<file path="config.mk">
export PLATFORM = sky130hd
export DESIGN_NAME = life_cellular_automaton_top
export DESIGN_NICKNAME = d
export VERILOG_FILES = /design/src/sv/lca_pkg.sv /design/src/sv/lca_row_chain.sv /design/src/sv/lca_rule.sv /design/src/sv/life_cellular_automaton_top.sv
export SDC_FILE = /design/constraint.sdc
export NUM_CORES = 2
export LEC_CHECK = 0
export BUFFER_PORTS_ARGS = -buffer_cell sky130_fd_sc_hd__buf_2
export CAP_MARGIN = 20
export CORE_ASPECT_RATIO = 0.8
export CORE_MARGIN = 1
export CORE_UTILIZATION = 40
export CTS_CLUSTER_SIZE = 30
export DETAILED_ROUTE_END_ITERATION = 7
export SLEW_MARGIN = 0
export SYNTH_ARGS = -nofsm -noshare
export SYNTH_HDL_FRONTEND = slang
export SYNTH_HIERARCHICAL = 1
export SYNTH_SLANG_ARGS = --single-unit
</file>
<file path="constraint.sdc">
create_clock -name clk -period 5.85 [get_ports clk]
set_input_delay 0.2925 -clock clk [delete_from_list [all_inputs] [get_ports clk]]
set_output_delay 0.2925 -clock clk [all_outputs]
set_load 0.03 [all_outputs]
</file>
<file path="src/sv/lca_pkg.sv">
// shared types and constants for the life cellular automaton block
// no dependencies; used by the row chain, rule and top level modules
package lca_pkg;

	localparam int GRID_WIDTH_DEF  = 32;
	localparam int GRID_HEIGHT_DEF = 32;

	localparam int OP_W   = 2;
	localparam int ROW_W  = 5;
	localparam int COL_W  = 5;
	localparam int BITS_W = 32;

	typedef logic [OP_W-1:0] op_t;

	localparam op_t OP_TOGGLE = 2'd0;
	localparam op_t OP_STEP   = 2'd1;
	localparam op_t OP_READ   = 2'd2;

	typedef enum logic [2:0] {
		ST_IDLE = 3'b001,
		ST_RUN  = 3'b010,
		ST_HOLD = 3'b100
	} state_t;

endpackage

</file>
<file path="src/sv/lca_row_chain.sv">
// chain of row cells holding the grid, one row of cells per stage
// every enabled cycle each stage takes the row of its neighbor; the last stage takes tail_d
// depends on lca_pkg for the default grid size
module lca_row_chain #(
	parameter int GRID_WIDTH  = lca_pkg::GRID_WIDTH_DEF,
	parameter int GRID_HEIGHT = lca_pkg::GRID_HEIGHT_DEF
) (
	input  logic                  clk,
	input  logic                  arst_n,
	input  logic                  shift_en,
	input  logic [GRID_WIDTH-1:0] tail_d,
	output logic [GRID_WIDTH-1:0] head0,
	output logic [GRID_WIDTH-1:0] head1
);

	logic [GRID_WIDTH-1:0] rows_q [GRID_HEIGHT];

	always_ff @(posedge clk or negedge arst_n) begin
		if (!arst_n) begin
			for (int i = 0; i < GRID_HEIGHT; i++) begin
				rows_q[i] <= '0;
			end
		end else if (shift_en) begin
			for (int i = 0; i < GRID_HEIGHT - 1; i++) begin
				rows_q[i] <= rows_q[i+1];
			end
			rows_q[GRID_HEIGHT-1] <= tail_d;
		end
	end

	assign head0 = rows_q[0];
	assign head1 = rows_q[1];

endmodule

</file>
<file path="src/sv/lca_rule.sv">
// b3/s23 rule for one row: next row from the rows above, at and below
// cells beyond the left and right edges count as dead; depends on lca_pkg for the default width
module lca_rule #(
	parameter int GRID_WIDTH = lca_pkg::GRID_WIDTH_DEF
) (
	input  logic [GRID_WIDTH-1:0] above,
	input  logic [GRID_WIDTH-1:0] mid,
	input  logic [GRID_WIDTH-1:0] below,
	output logic [GRID_WIDTH-1:0] next_row
);

	logic [GRID_WIDTH+1:0] a_p, m_p, b_p;

	// dead border column on each side
	assign a_p = {1'b0, above, 1'b0};
	assign m_p = {1'b0, mid, 1'b0};
	assign b_p = {1'b0, below, 1'b0};

	always_comb begin
		logic [3:0] n;
		for (int c = 0; c < GRID_WIDTH; c++) begin
			n = 4'(a_p[c]) + 4'(a_p[c+1]) + 4'(a_p[c+2])
			  + 4'(m_p[c]) + 4'(m_p[c+2])
			  + 4'(b_p[c]) + 4'(b_p[c+1]) + 4'(b_p[c+2]);
			next_row[c] = (n == 4'd3) || (mid[c] && (n == 4'd2));
		end
	end

endmodule

</file>
<file path="src/sv/life_cellular_automaton_top.sv">
// top level of the life cellular automaton: control, result capture, output register
// depends on lca_pkg, lca_row_chain and lca_rule
//
//  channel | signals                                  | direction
//  --------+------------------------------------------+----------
//  in      | in_valid, in_ready, operation, row, col  | into block
//  out     | out_valid, out_ready, row_bits, cell_alive | out of block
//
// every transaction rotates the row chain once around
// (accept, one shift per row through the chain, then hand over to the output register)
// a step feeds the rule output into the chain tail; toggle and read feed the head row back
// reset clears the grid to all dead at once; no clearing pass
// in_ready is high only while idle; a full output register holds the finished result back
module life_cellular_automaton_top #(
	parameter int GRID_WIDTH  = lca_pkg::GRID_WIDTH_DEF,
	parameter int GRID_HEIGHT = lca_pkg::GRID_HEIGHT_DEF
) (
	input  logic                      clk,
	input  logic                      arst_n,
	input  logic                      in_valid,
	output logic                      in_ready,
	input  lca_pkg::op_t              operation,
	input  logic [lca_pkg::ROW_W-1:0] row,
	input  logic [lca_pkg::COL_W-1:0] col,
	output logic                      out_valid,
	input  logic                      out_ready,
	output logic [lca_pkg::BITS_W-1:0] row_bits,
	output logic                      cell_alive
);

	import lca_pkg::*;

	localparam int CW  = $clog2(GRID_HEIGHT);
	localparam int PW  = (GRID_WIDTH > BITS_W) ? GRID_WIDTH : BITS_W;
	localparam int PIW = $clog2(PW);

	state_t              state_q;
	logic [CW-1:0]       cnt_q;
	op_t                 op_q;
	logic [ROW_W-1:0]    row_q;
	logic [COL_W-1:0]    col_q;
	logic [GRID_WIDTH-1:0] prev_q;
	logic [BITS_W-1:0]   res_bits_q;
	logic                res_cell_q;
	logic                out_valid_q;
	logic [BITS_W-1:0]   row_bits_q;
	logic                cell_alive_q;

	logic                  accept, running, last, match, col_ok, out_free;
	logic [GRID_WIDTH-1:0] head0, head1, below, next_row, tog_mask, tail_d;
	logic [PW-1:0]         tail_pad;
	logic [PIW-1:0]        col_idx;

	assign in_ready = (state_q == ST_IDLE);
	assign accept   = in_valid && in_ready;
	assign running  = (state_q == ST_RUN);
	assign last     = (cnt_q == CW'(GRID_HEIGHT - 1));
	assign match    = (32'(row_q) == 32'(cnt_q));
	assign col_ok   = (32'(col_q) < 32'(GRID_WIDTH));
	assign out_free = !out_valid_q || out_ready;

	// bottom row sees dead cells below; head1 then already holds a new row
	assign below = last ? '0 : head1;

	lca_rule #(
		.GRID_WIDTH(GRID_WIDTH)
	) u_rule (
		.above   (prev_q),
		.mid     (head0),
		.below   (below),
		.next_row(next_row)
	);

	assign tog_mask = (GRID_WIDTH'(1) << col_q) & {GRID_WIDTH{col_ok}};

	always_comb begin
		if (op_q == OP_STEP) begin
			tail_d = next_row;
		end else if ((op_q == OP_TOGGLE) && match) begin
			tail_d = head0 ^ tog_mask;
		end else begin
			tail_d = head0;
		end
	end

	assign tail_pad = PW'(tail_d);
	assign col_idx  = PIW'(col_q);

	lca_row_chain #(
		.GRID_WIDTH (GRID_WIDTH),
		.GRID_HEIGHT(GRID_HEIGHT)
	) u_chain (
		.clk     (clk),
		.arst_n  (arst_n),
		.shift_en(running),
		.tail_d  (tail_d),
		.head0   (head0),
		.head1   (head1)
	);

	always_ff @(posedge clk or negedge arst_n) begin
		if (!arst_n) begin
			state_q     <= ST_IDLE;
			cnt_q       <= '0;
			out_valid_q <= 1'b0;
		end else begin
			case (state_q)
				ST_IDLE: begin
					if (accept) begin
						state_q <= ST_RUN;
						cnt_q   <= '0;
					end
				end
				ST_RUN: begin
					cnt_q <= cnt_q + CW'(1);
					if (last) begin
						state_q <= ST_HOLD;
					end
				end
				ST_HOLD: begin
					if (out_free) begin
						state_q <= ST_IDLE;
					end
				end
				default: begin
					state_q <= ST_IDLE;
				end
			endcase

			if ((state_q == ST_HOLD) && out_free) begin
				out_valid_q <= 1'b1;
			end else if (out_ready) begin
				out_valid_q <= 1'b0;
			end
		end
	end

	// payload registers
	always_ff @(posedge clk) begin
		if (accept) begin
			op_q       <= operation;
			row_q      <= row;
			col_q      <= col;
			prev_q     <= '0;
			res_bits_q <= '0;
			res_cell_q <= 1'b0;
		end else if (running) begin
			prev_q <= head0;
			// grab the addressed row as it leaves the head, after the operation
			if (match) begin
				res_bits_q <= tail_pad[BITS_W-1:0];
				res_cell_q <= col_ok && tail_pad[col_idx];
			end
		end
		if ((state_q == ST_HOLD) && out_free) begin
			row_bits_q   <= res_bits_q;
			cell_alive_q <= res_cell_q;
		end
	end

	assign out_valid  = out_valid_q;
	assign row_bits   = row_bits_q;
	assign cell_alive = cell_alive_q;

endmodule

</file>
==> metrics.csv <==
stage,metric,value,unit
outcome,run_status,"finished, final reports clean",
setup_path,cp.required,6.47,ns
floorplanning,rows,115,
drt,detail_route.wl_per_cell,15.9,um
sta,worst_pin_slew,1.14,ns
drt,drt_iter0_markers,1578,
clock_tree,cts_tree,yes,
clock_tree,h-tree-depth,3,
logic_synthesis,ys_async_sr_fraction,90.4,%
clock_tree,clockRootBuffer,clkbuf_16,
sta,fin_crit,5.45,ns
logic_synthesis,yosysSeqAreaShare,57.1,%
global_route,grt_max_degree,166,
setup_path,path_max_fanout,34,
logic_synthesis,syn-mean-instance-area,14.1,um2
global_route,gr-total-overflow,0,
sta,fmax,183,MHz
clock_tree,cts.path.max_buffers,3,
layout,stdcell_area,55100,um2
logic_synthesis,yosys.area_share.simple,4.01,%
logic_synthesis,syn_area,50000,um2
placement,pre_cts_ws,0.462,ns
clock_tree,cts_resized,0,
logic_synthesis,syn_nets,3786,
placement,dp_hpwl,52.3,mm
global_route,grt_use_total,13.6,%
sta,maxSlewViolCount,0,
global_route,antenna_found_initial,2,
placement,port_buffers,50,
pwr,power.density,340,nW/um2
drt,vias,25900,
logic_synthesis,synth_adder_area_share,7.32,%
layout,synthToLayoutAreaGrowth,10.2,%
floorplanning,die_w,397,um
layout,drive_gt1_share,36.7,%
floorplanning,start_util,40.5,%
logic_synthesis,synth_cells,3552,
clock_tree,clkLatencyLatePin,0.71,ns
logic_synthesis,synthMuxAreaShare,23.2,%
setup_path,cp-end-kind,flop,
drt,wl,83.7,mm
sta,timing.final.crit_share,93.2,%
sta,setup_slack,0.395,ns
clock_tree,cts_hold_buf,15,
setup_path,worstSetupStartpointType,flop,
clock_tree,cts.sinks,1143,
drt,post_drt_via_cell_ratio,4.92,
placement,place_congestion,0.832,
logic_synthesis,synth.most_common_cell,dfrtp_1,
drt,ant_nets,0,
logic_synthesis,synth_area_leader_cell,dfrtp_1,
floorplanning,fp.dieArea,126000,um2
sta,slew_headroom,23.0,%
sta,clock_skew,0.0322,ns
placement,place_area,51200,um2
setup_path,rrSetupSlack,0.40,ns
flow_run,maxCapViolCount,0,
sta,rsz0062_at_grt,false,
setup_path,cp.arrival,6.07,ns
logic_synthesis,netlist_top_cells_area,"dfrtp_1 (52%), mux2_2 (23%), fa_1 (5.0%)",
drt,remaining_drc_errors,0,
worst_hold_path,hold_path.class,input pin to async pin,
logic_synthesis,synth_top_family_by_area,multiplexers,
logic_synthesis,synth.top_cell.area_share,51.7,%
pwr,p_leak,27.0,nW
clock_tree,cts_setup_buffers,0,
logic_synthesis,synth-edff-count,45,
sta,final-hold-violation-count,0,
logic_synthesis,yosys_most_used_dff,dfrtp_1,
drt,dr.pass1.iters,5,
logic_synthesis,netlist-cell-type-count,63,
logic_synthesis,ys_ff_latch,1143,
global_route,grt_pass1_wl,141,mm
floorplanning,die_h,318,um
logic_synthesis,ys.warnings.count,6,
clock_tree,cts_buffers,107,
sta,setup_viol,0,
pwr,ir_drop,0.269,mV
floorplanning,design.core.area,123000,um2
logic_synthesis,synthXorXnorAreaFrac,0.561,%
setup_path,criticalPathCategory,flop to flop,
logic_synthesis,synth_commonest_cells,"dfrtp_1 (1032), mux2_2 (1027), inv_1 (231)",
global_route,grt_pass1_vias,26300,
layout,utilization,44.6,%
sta,tns,0,ns
clock_tree,clk_pin_slew_worst_paths,0.07,ns
logic_synthesis,synth_compound_area_share,3.01,%
layout,num-fill-cells,11100,
floorplanning,io_pins,51,
layout,nets,3759,
## logic make-up after synthesis
logic type,Yosys count
compound gates,260
mux,1030
xor+xnor,32
flops,1143
fa+ha+maj,218
simple gates,399
buf+inv,470
## path summary, 6_finish.rpt
| check | start | end | cells after the start |
|---|---|---|---|
| min reg2reg | res_bits_q[7] | row_bits[7] | 0 |
| max reg2reg | cnt_q[0] | res_cell_q | 20 |
| max in group asynchronous | arst_n | u_chain/head0[21] | 3 |
| min in group clk | row[4] | row_q[4] | 2 |
| max | cnt_q[0] | res_cell_q | 20 |
| min | arst_n | u_chain/rows_q[642] | 2 |
## registers in the layout (all words and copies together), names as in the netlist
register	flops
out_valid	1
op_q	2
row_bits	32
row_q	5
u_chain/rows_q	960
cnt_q	5
cell_alive	1
u_chain/head1	32
prev_q	32
col_idx	5
u_chain/head0	32
state_q	3
res_cell_q	1
res_bits_q	32
## layer usage
metal | vias to the layer above | track usage (%) | wire (um)
met5 | - | 0 | 0
met4 | 0 | 4.32 | 2020
met3 | 129 | 2.58 | 3800
met2 | 386 | 18.8 | 34900
met1 | 13200 | 21.1 | 43000
li1 | 12100 | - | -
## report_power, final
part / internal, mW / switching [mW]
combinational: 1.23 / 1.48
clock: 4.09 / 3.01
sequential: 8.57 / 0.368
total: 13.9 / 4.86
## placed cells by master, fill, tap and decap left out, drive strengths merged, types with 7 or more instances in the layout
cell type,synthesis,layout
dfxtp,65,65
nor2b,37,37
and3,8,8
fa,124,124
a311oi,8,8
o31ai,10,10
mux2,1027,1027
ha,94,94
a21oi,151,151
nand2b,7,7
or2,31,31
dfrtp,1032,1032
o21ai,50,50
buf,187,88
nor2,39,39
edfxtp,45,45
clkinv,0,23
inv,231,233
a31oi,9,9
dlygate4sd3,0,15
bufinv,0,8
nor4,23,23
clkbuf,52,165
xnor2,26,26
nand3,43,43
or4,10,10
nor3,14,14
nand2,153,153
## final cells by class
cell class | instances | area [um2] | share of cell area, %
tap | 1638 | 2050 | 3.72
multi-input combinational | 1939 | 19100 | 34.6
clock buffer | 165 | 3160 | 5.73
clock inverter | 37 | 515 | 0.936
sequential | 1143 | 28500 | 51.8
timing repair buffer | 103 | 896 | 1.63
antenna | 5 | 12.5 | 0.0227
inverter | 231 | 875 | 1.59
## per-stage QoR
stage               total power [mW]  cells  hold WS, ns
CTS                             19.1   5256        0.231
detailed placement              11.8   5039        0.415
finish                          18.7   5261        0.264
global placement                11.8   5039        0.414
floorplan                       11.2   3552     -0.00309
global route                    19.7   5256        0.288
## worst max-delay path, cell delays in order (launching register included)
cell and delay [ns]:
dfrtp_1 0.44, ha_1 0.25, and3_1 0.20, ha_1 0.21, buf_12 0.19, nor2b_1 0.21
inv_1 0.12, fa_1 0.56, fa_1 0.43, fa_1 0.49, inv_1 0.04, ha_1 0.21
fa_1 0.38, or2_2 0.28, a21oi_1 0.25, o21ai_0 0.20, o221ai_1 0.25, mux2i_1 0.10
o221ai_1 0.25, nand3_1 0.16, a32oi_1 0.17
(Power assumes the default switching activity.)
